`src/rtl/bas_pkg.sv`:
```
package bas_pkg;

  localparam int POOL_ORDER   = 16;
  localparam int MIN_ORDER    = 5;
  localparam int HEADER_BYTES = 24;
  localparam int SLAB32_COUNT = 256;
  localparam int SLAB64_COUNT = 256;

  localparam int GRAN_W      = POOL_ORDER - MIN_ORDER;
  localparam int GRANULES    = 1 << GRAN_W;
  localparam int NORDERS     = GRAN_W + 1;
  localparam int K_W         = $clog2(NORDERS);
  localparam int CNT_W       = GRAN_W + 1;
  localparam int ORD_W       = 5;
  localparam int SMALL_TOTAL = SLAB32_COUNT + SLAB64_COUNT;
  localparam int SIDX_W      = $clog2(SMALL_TOTAL);
  localparam int S32_W       = $clog2(SLAB32_COUNT + 1);
  localparam int S64_W       = $clog2(SLAB64_COUNT + 1);
  localparam int SCNT_W      = (S32_W > S64_W) ? S32_W : S64_W;
  localparam int SLNK_W      = SCNT_W;

  localparam logic       MODE_ALLOC   = 1'b0;
  localparam logic       MODE_FREE    = 1'b1;
  localparam logic [1:0] REGION_S32   = 2'd0;
  localparam logic [1:0] REGION_S64   = 2'd1;
  localparam logic [1:0] REGION_POOL  = 2'd2;
  localparam logic       STATUS_OK    = 1'b0;
  localparam logic       STATUS_FAIL  = 1'b1;

  typedef struct packed {
    logic        mode;
    logic [23:0] req_size;
    logic [1:0]  free_region;
    logic [15:0] free_offset;
  } bas_in_t;

  typedef struct packed {
    logic        status;
    logic [1:0]  region;
    logic [15:0] offset;
  } bas_out_t;

  typedef enum logic [4:0] {
    ST_IDLE,
    ST_DECODE,
    ST_SMALL_RD,
    ST_SMALL_WR,
    ST_SEARCH,
    ST_POP_RD,
    ST_POP_WR,
    ST_SPLIT,
    ST_FREE_RD,
    ST_FREE_CHK,
    ST_WALK_INIT,
    ST_WALK_RD,
    ST_WALK_CMP,
    ST_UNLINK_RD,
    ST_UNLINK_WR,
    ST_PUSH,
    ST_DONE
  } bas_state_t;

  // controller -> datapath
  typedef struct packed {
    logic latch_in;
    logic small_rd;
    logic small_pop;
    logic small_push;
    logic search_step;
    logic pop_rd;
    logic pop_wr;
    logic split_push;
    logic free_rd;
    logic free_setup;
    logic walk_init;
    logic walk_rd;
    logic walk_adv;
    logic unlink_rd;
    logic unlink_wr;
    logic merge_up;
    logic final_push;
    logic res_fail;
    logic res_small;
    logic res_pool;
    logic res_free;
    logic emit;
  } bas_cmd_t;

  // datapath -> controller
  typedef struct packed {
    logic clearing;
    logic is_free;
    logic free_small;
    logic free_pool;
    logic size_zero;
    logic use_s32;
    logic use_s64;
    logic pool_too_big;
    logic search_hit;
    logic search_end;
    logic split_more;
    logic free_bad;
    logic at_top;
    logic walk_empty;
    logic walk_match;
    logic walk_last;
  } bas_sts_t;

endpackage

```
`src/rtl/bas_ctrl.sv`:
```
module bas_ctrl import bas_pkg::*; (
  input  logic     clk,
  input  logic     rst_n,
  input  logic     start,
  output logic     busy,
  input  bas_sts_t sts,
  output bas_cmd_t cmd
);

  bas_state_t state_r, state_nxt;

  always_ff @(posedge clk) begin
    if (!rst_n) begin
      state_r <= ST_IDLE;
    end else begin
      state_r <= state_nxt;
    end
  end

  assign busy = (state_r != ST_IDLE) || sts.clearing;

  always_comb begin
    state_nxt = state_r;
    cmd = '0;
    case (state_r)
      ST_IDLE: begin
        if (start && !sts.clearing) begin
          cmd.latch_in = 1'b1;
          state_nxt = ST_DECODE;
        end
      end
      ST_DECODE: begin
        if (sts.is_free) begin
          if (sts.free_small) begin
            cmd.small_push = 1'b1;
            cmd.res_free = 1'b1;
            state_nxt = ST_DONE;
          end else if (sts.free_pool) begin
            cmd.free_rd = 1'b1;
            state_nxt = ST_FREE_RD;
          end else begin
            cmd.res_free = 1'b1;
            state_nxt = ST_DONE;
          end
        end else if (sts.size_zero) begin
          cmd.res_fail = 1'b1;
          state_nxt = ST_DONE;
        end else if (sts.use_s32 || sts.use_s64) begin
          cmd.small_rd = 1'b1;
          state_nxt = ST_SMALL_RD;
        end else if (sts.pool_too_big) begin
          cmd.res_fail = 1'b1;
          state_nxt = ST_DONE;
        end else begin
          state_nxt = ST_SEARCH;
        end
      end
      ST_SMALL_RD: begin
        state_nxt = ST_SMALL_WR;
      end
      ST_SMALL_WR: begin
        cmd.small_pop = 1'b1;
        cmd.res_small = 1'b1;
        state_nxt = ST_DONE;
      end
      ST_SEARCH: begin
        if (sts.search_hit) begin
          cmd.pop_rd = 1'b1;
          state_nxt = ST_POP_RD;
        end else if (sts.search_end) begin
          cmd.res_fail = 1'b1;
          state_nxt = ST_DONE;
        end else begin
          cmd.search_step = 1'b1;
        end
      end
      ST_POP_RD: begin
        state_nxt = ST_POP_WR;
      end
      ST_POP_WR: begin
        cmd.pop_wr = 1'b1;
        state_nxt = ST_SPLIT;
      end
      ST_SPLIT: begin
        if (sts.split_more) begin
          cmd.split_push = 1'b1;
        end else begin
          cmd.res_pool = 1'b1;
          state_nxt = ST_DONE;
        end
      end
      ST_FREE_RD: begin
        state_nxt = ST_FREE_CHK;
      end
      ST_FREE_CHK: begin
        if (sts.free_bad) begin
          cmd.res_free = 1'b1;
          state_nxt = ST_DONE;
        end else begin
          cmd.free_setup = 1'b1;
          state_nxt = ST_WALK_INIT;
        end
      end
      ST_WALK_INIT: begin
        if (sts.at_top || sts.walk_empty) begin
          state_nxt = ST_PUSH;
        end else begin
          cmd.walk_init = 1'b1;
          state_nxt = ST_WALK_CMP;
        end
      end
      ST_WALK_CMP: begin
        if (sts.walk_match) begin
          cmd.unlink_rd = 1'b1;
          state_nxt = ST_UNLINK_RD;
        end else if (sts.walk_last) begin
          state_nxt = ST_PUSH;
        end else begin
          cmd.walk_rd = 1'b1;
          state_nxt = ST_WALK_RD;
        end
      end
      ST_WALK_RD: begin
        cmd.walk_adv = 1'b1;
        state_nxt = ST_WALK_CMP;
      end
      ST_UNLINK_RD: begin
        state_nxt = ST_UNLINK_WR;
      end
      ST_UNLINK_WR: begin
        cmd.unlink_wr = 1'b1;
        cmd.merge_up = 1'b1;
        state_nxt = ST_WALK_INIT;
      end
      ST_PUSH: begin
        cmd.final_push = 1'b1;
        cmd.res_free = 1'b1;
        state_nxt = ST_DONE;
      end
      ST_DONE: begin
        cmd.emit = 1'b1;
        state_nxt = ST_IDLE;
      end
      default: begin
        state_nxt = ST_IDLE;
      end
    endcase
  end

endmodule

```
`config.mk`:
```
export PLATFORM = sky130hd
export DESIGN_NAME = bas_ctrl
export DESIGN_NICKNAME = d
export VERILOG_FILES = /design/src/rtl/bas_pkg.sv /design/src/rtl/bas_ctrl.sv
export SDC_FILE = /design/constraint.sdc
export NUM_CORES = 1
export LEC_CHECK = 0
export BUFFER_PORTS_ARGS = -buffer_cell sky130_fd_sc_hd__buf_2
export CORE_UTILIZATION = 37
export DETAILED_ROUTE_END_ITERATION = 16
export HOLD_SLACK_MARGIN = 0.08
export PLACE_DENSITY = 0.74
export SYNTH_ARGS = -nofsm -noshare
export SYNTH_HDL_FRONTEND = slang
export SYNTH_SLANG_ARGS = --single-unit
```
`constraint.sdc`:
```
create_clock -name clk -period 1.7 [get_ports clk]
set_input_delay 0.255 -clock clk [delete_from_list [all_inputs] [get_ports clk]]
set_output_delay 0.255 -clock clk [all_outputs]
set_load 0.05 [all_outputs]
```
==> results of run 1 <==
[synth_stat cells, types with 2 or more instances]
cell type	instances
nor2_1	14
nand2_1	8
and3_1	7
nand2b_1	6
nor2b_1	6
dfxtp_1	5
a21oi_1	4
clkbuf_1	4
nor3_1	4
o21ai_0	4
inv_1	3
nor3b_1	3
a31oi_1	2
buf_4	2
nand3_1	2
nor4_2	2
o31a_1	2
or3_1	2
or4_1	2
[logic make-up after synthesis]
| logic type | after synthesis |
|---|---|
| DFF | 5 |
| and+or+nand+nor | 63 |
| AOI/OAI and AO/OA | 20 |
| buffers and inverters | 11 |
[metrics by stage]
step / std cells / setup TNS [ns] / hold slack, ns
CTS: 190 / -2.92 / 0.299
detailed placement: 178 / -1.91 / 0.548
floorplan: 99 / -1.29 / 0.372
global placement: 178 / -1.40 / 0.544
[what timing repair did]
item,in CTS
resized for setup,75
setup buffers,8
pin swaps,11
endpoints found under the setup margin,27
==> results.py, run 1 <==
metrics = {
    "run_status": {
        "result_of_the_run": "did not finish",
        "stage_where_the_flow_stopped": "global routing (5_1_grt)",
        "error_message": "[ERROR DPL-0038] Utilization greater than 100%, impossible to legalize",
    },
    "logic_synthesis": {
        "synth_area_leader_cell": "dfxtp_1",
        "netlist-cell-type-count": 36,
        "post_synth_mux_area_share": 0,
        "main_area_contributors_after_synthesis": "dfxtp_1, nor2_1, and3_1, nand2b_1, nor2b_1",
        "number_of_enable_type_register_cells_in_the_synthesized_netlist": 0,
        "synth_area_in_compound_gates": 0.213,
        "yosys_most_used_dff": "dfxtp_1",
        "syn_area_um2": 663,
        "synth_area_per_cell_um2": 6.70,
        "synth.top_cell.area_share": 0.151,
        "ys_ff_latch": 5,
        "synth.yosys.seq_area_share": 0.151,
        "synthesis.yosys.warnings": 0,
        "combinational_family_with_the_most_area_after_synthesis": "simple AND/OR/NAND/NOR gates",
        "postSynth.asyncResetShare": 0,
        "synth_simple_gate_area_frac": 0.560,
        "syn_inst": 99,
        "post_synth_fa_ha_maj_area_fraction": 0,
        "mappedNetlistNets": 118,
        "xor_xnor_share_of_the_synthesized_area": 0,
    },
    "placed_design": {
        "io_buffer_count": 41,
        "post-place-ws_ns": -0.265,
        "hpwl_mm": 1.86,
        "gp_congestion": 0.848,
        "total_cell_area_at_the_placement_stage_mm2": 0.00116,
    },
    "die": {
        "floorplan.die.height_um": 44.3,
        "floorplan.io_pins": 42,
        "rows": 14,
        "floorplan.initialDensity": 0.416,
        "die_w_um": 44.3,
    },
    "clocking": {
        "ctsRootBufferMaster": "clkbuf_4",
        "cts_htree_levels": 1,
        "cts.path.max_buffers": 2,
        "holdBufCountCts": 0,
        "cts_buffers": 3,
        "cts.sink_count": 5,
    },
    "timing": {
        "crit_endpoint": "cmd[4]",
        "worst-endpoint-pin-kind": "primary output",
    },
    "grt": {
        "grt_start_max_net_pins": 17,
    },
}
==> run 2, diff against run 1 <==
- CORE_AREA: unset -> 2 2 63 65
- CORE_UTILIZATION: 37 -> unset
- DIE_AREA: unset -> 0 0 65 67
- HOLD_SLACK_MARGIN: 0.08 -> unset
- PLACE_DENSITY: 0.74 -> unset
- PLACE_DENSITY_LB_ADDON: unset -> 0.15
- clock period: 1.7 -> 2.21 ns (I/O delays scaled with it)
==> run 2 against run 1 <==
Compared with the run above:
- the flow now finishes without violations
- synthesized cell count unchanged
- area after synthesis unchanged
==> results.py, run 2 <==
metrics = {
    "run_status": {
        "result_of_the_run": "finished clean",
    },
    "clocking": {
        "cts.sink_count": 5,
        "cts_tree": "yes",
        "cts_buffers": 3,
        "cts.path.max_buffers": 2,
        "worst_setup_hold_path_clk_slew_ns": 0.03,
        "cts_post_setup_buffers_inserted": 0,
        "clock_latency_late_sink_ns": 0.22,
        "holdBufCountCts": 0,
        "cts_htree_levels": 1,
        "ctsRootBufferMaster": "clkbuf_8",
    },
    "detailed_routing": {
        "met1Wirelength_mm": 1.12,
        "routedWlPerCell_um": 13.0,
        "drcViolationCount": 0,
        "route.top_layer_used": "met4",
        "detailedRoute.firstIterationViolations": 31,
        "drtPass1Iterations": 4,
        "detail-route-antenna-nets": 0,
        "routed-wl-met2_mm": 1.19,
        "detailroute.via_count": 873,
        "detail_routed_via_count_per_cell": 4.57,
        "totalWireLength_mm": 2.48,
        "route.met3.wl_um": 115,
    },
    "cells_and_area": {
        "largest_register_ff_count": 5,
        "antenna_cells": 0,
        "area_growth_pct": 61.3,
        "share_of_layout_cells_above_drive_strength_1": 0.469,
        "num-nets-final": 163,
        "layout_top_registers": "state_r: 5 flops",
        "largest-register": "state_r",
        "most-common-layout-cells": "buf_2, nor2_1, nand2_1",
        "finish.instance_area_mm2": 0.00107,
        "layout.cells.most_common": "buf_2",
    },
    "timing": {
        "setup_total_negative_slack_ns": 0,
        "slew_headroom": 0.692,
        "finalHoldViolations": 0,
        "rsz0062_at_grt": "yes",
        "setup-violations-final": 0,
        "maxSlewViolCount": 0,
        "clock.fmax_mhz": 463,
        "timing.clock.skew_ns": 0.000891,
        "timing_worst_slew_pin_value_ns": 0.450,
        "min_period_ns": 2.16,
        "finalCritPeriodShare": 0.978,
    },
    "logic_synthesis": {
        "postSynth.asyncResetShare": 0,
        "main_area_contributors_after_synthesis": "dfxtp_1, nor2_1, and3_1, nand2b_1, nor2b_1",
        "post-synth-top-count-cell": "nor2_1",
        "synth.top_cell.area_share": 0.151,
        "synthesis.yosys.warnings": 0,
        "yosys_most_used_dff": "dfxtp_1",
        "syn_inst": 99,
        "synth.yosys.seq_area_share": 0.151,
        "synth_top_cells_by_count": "nor2_1, nand2_1, and3_1",
        "number_of_enable_type_register_cells_in_the_synthesized_netlist": 0,
        "synth_area_leader_cell": "dfxtp_1",
        "mappedNetlistNets": 118,
        "syn_area_um2": 663,
        "netlist-cell-type-count": 36,
        "ys_ff_latch": 5,
        "synth_area_per_cell_um2": 6.70,
    },
    "placed_design": {
        "hpwl_mm": 2.04,
        "total_cell_area_at_the_placement_stage_um2": 968,
        "io_buffer_count": 41,
        "gp_congestion": 0.844,
    },
    "setup_path": {
        "timing.setup.critical_path_class": "flip-flop to output port",
        "cp_cell_sequence": "or4b_4, or4_4, nand2_1, buf_6",
        "crit_fanout": 4,
        "category_of_the_worst_setup_path_launch_point": "flip-flop",
        "crit_arrival_ns": 1.83,
        "max_stage_delay_ns": 0.56,
        "cp_endpoint_kind": "output port",
        "worst_path_max_delay_cell": "or4b_4",
        "crit_required_ns": 1.88,
        "critical-path-top-delay-family": "simple AND/OR/NAND/NOR gates",
        "path_buf_inv": 1,
    },
    "die": {
        "floorplan.io_pins": 42,
        "floorplan.initialDensity": 0.184,
        "die_w_um": 65,
        "rows": 22,
        "floorplan.die_area_mm2": 0.00436,
        "floorplan.die.height_um": 67,
        "core_area_mm2": 0.00361,
    },
    "power_and_ir_drop": {
        "pwr_density_cell_mw_per_mm2": 594,
        "switching_share": 0.435,
        "switchingPower_uw": 276,
        "power.share.combinational": 0.559,
        "irDropWorstVdd_mv": 0.213,
        "static-leakage-power_uw": 0.000512,
        "clockPowerShare": 0.264,
        "portion_of_total_power_attributed_to_sequential_cells": 0.176,
        "intPower_uw": 359,
    },
    "job": {
        "cap_violations": 0,
    },
    "grt": {
        "gr-total-overflow": 0,
        "global_route_wire_length_before_repair_mm": 4.04,
        "aggregate_global_route_resource_usage": 0.122,
        "initial_antenna_violation_count": 0,
        "first_global_vias": 851,
        "grt_start_max_net_pins": 14,
    },
    "worst_hold_path": {
        "min-delay-path-class": "input pin to flip-flop",
    },
}
run 2: cell counts after synthesis:
Identical to the previous run, type by type.
run 2: logic make-up (layout without fill, tap and decap cells):
kind of cell           Yosys count  in the layout  share of synthesized area
AOI/OAI and AO/OA               20             20                      0.213
and+or+nand+nor                 63             63                      0.560
buffers and inverters           11             55                     0.0754
DFF                              5              5                      0.151
run 2: what timing repair did:
item / 4_1_cts / 5_1_grt
pin swaps: 0 / 0
endpoints found under the setup margin: 3 / 4
resized for setup: 5 / 11
run 2: worst paths after layout:
| check | startpoint | endpoint | slack [ns] | cells after the start |
|---|---|---|---|---|
| min reg2reg | state_r[1] | state_r[4] | 0.71 | 3 |
| max | state_r[4] | cmd[4] | 0.05 | 4 |
| max reg2reg | state_r[2] | state_r[0] | 0.51 | 5 |
| min | rst_n | state_r[1] | 0.38 | 2 |
run 2: cell type report:
cell class	count	area, um^2
Multi-Input combinational cell	83	566
Sequential cell	5	101
Clock buffer	4	45.0
Fill cell	405	2540
Timing Repair Buffer	48	287
Inverter	3	11.3
Tap cell	48	60.1
run 2: power by group through the flow:
stage | Clock, uW | Sequential, uW | Combinational [uW]
after floorplan | 0 | 114 | 236
after global placement | 0 | 112 | 337
after detailed placement | 0 | 112 | 333
after CTS | 174 | 111 | 346
after global routing | 183 | 114 | 391
final | 168 | 112 | 356
run 2: through the flow:
step | total power, uW | cells | hold WS, ns | util | setup slack, ns
global route | 687 | 191 | 0.405 | 0.297 | -0.00544
detailed placement | 446 | 187 | 0.625 | 0.269 | 0.170
CTS | 631 | 191 | 0.391 | 0.285 | 0.00396
finish | 636 | 191 | 0.382 | 0.297 | 0.0488
floorplan | 350 | 99 | 0.449 | - | -0.120
global placement | 449 | 187 | 0.627 | 0.269 | 0.180
run 2: metal layers:
metal  vias to the layer above  global-route usage
li1                        447                   -
met1                       387               0.150
met2                        33               0.201
met3                         6              0.0169
met4                         0              0.0771
met5                         -                   0
(Power assumes the default switching activity.)
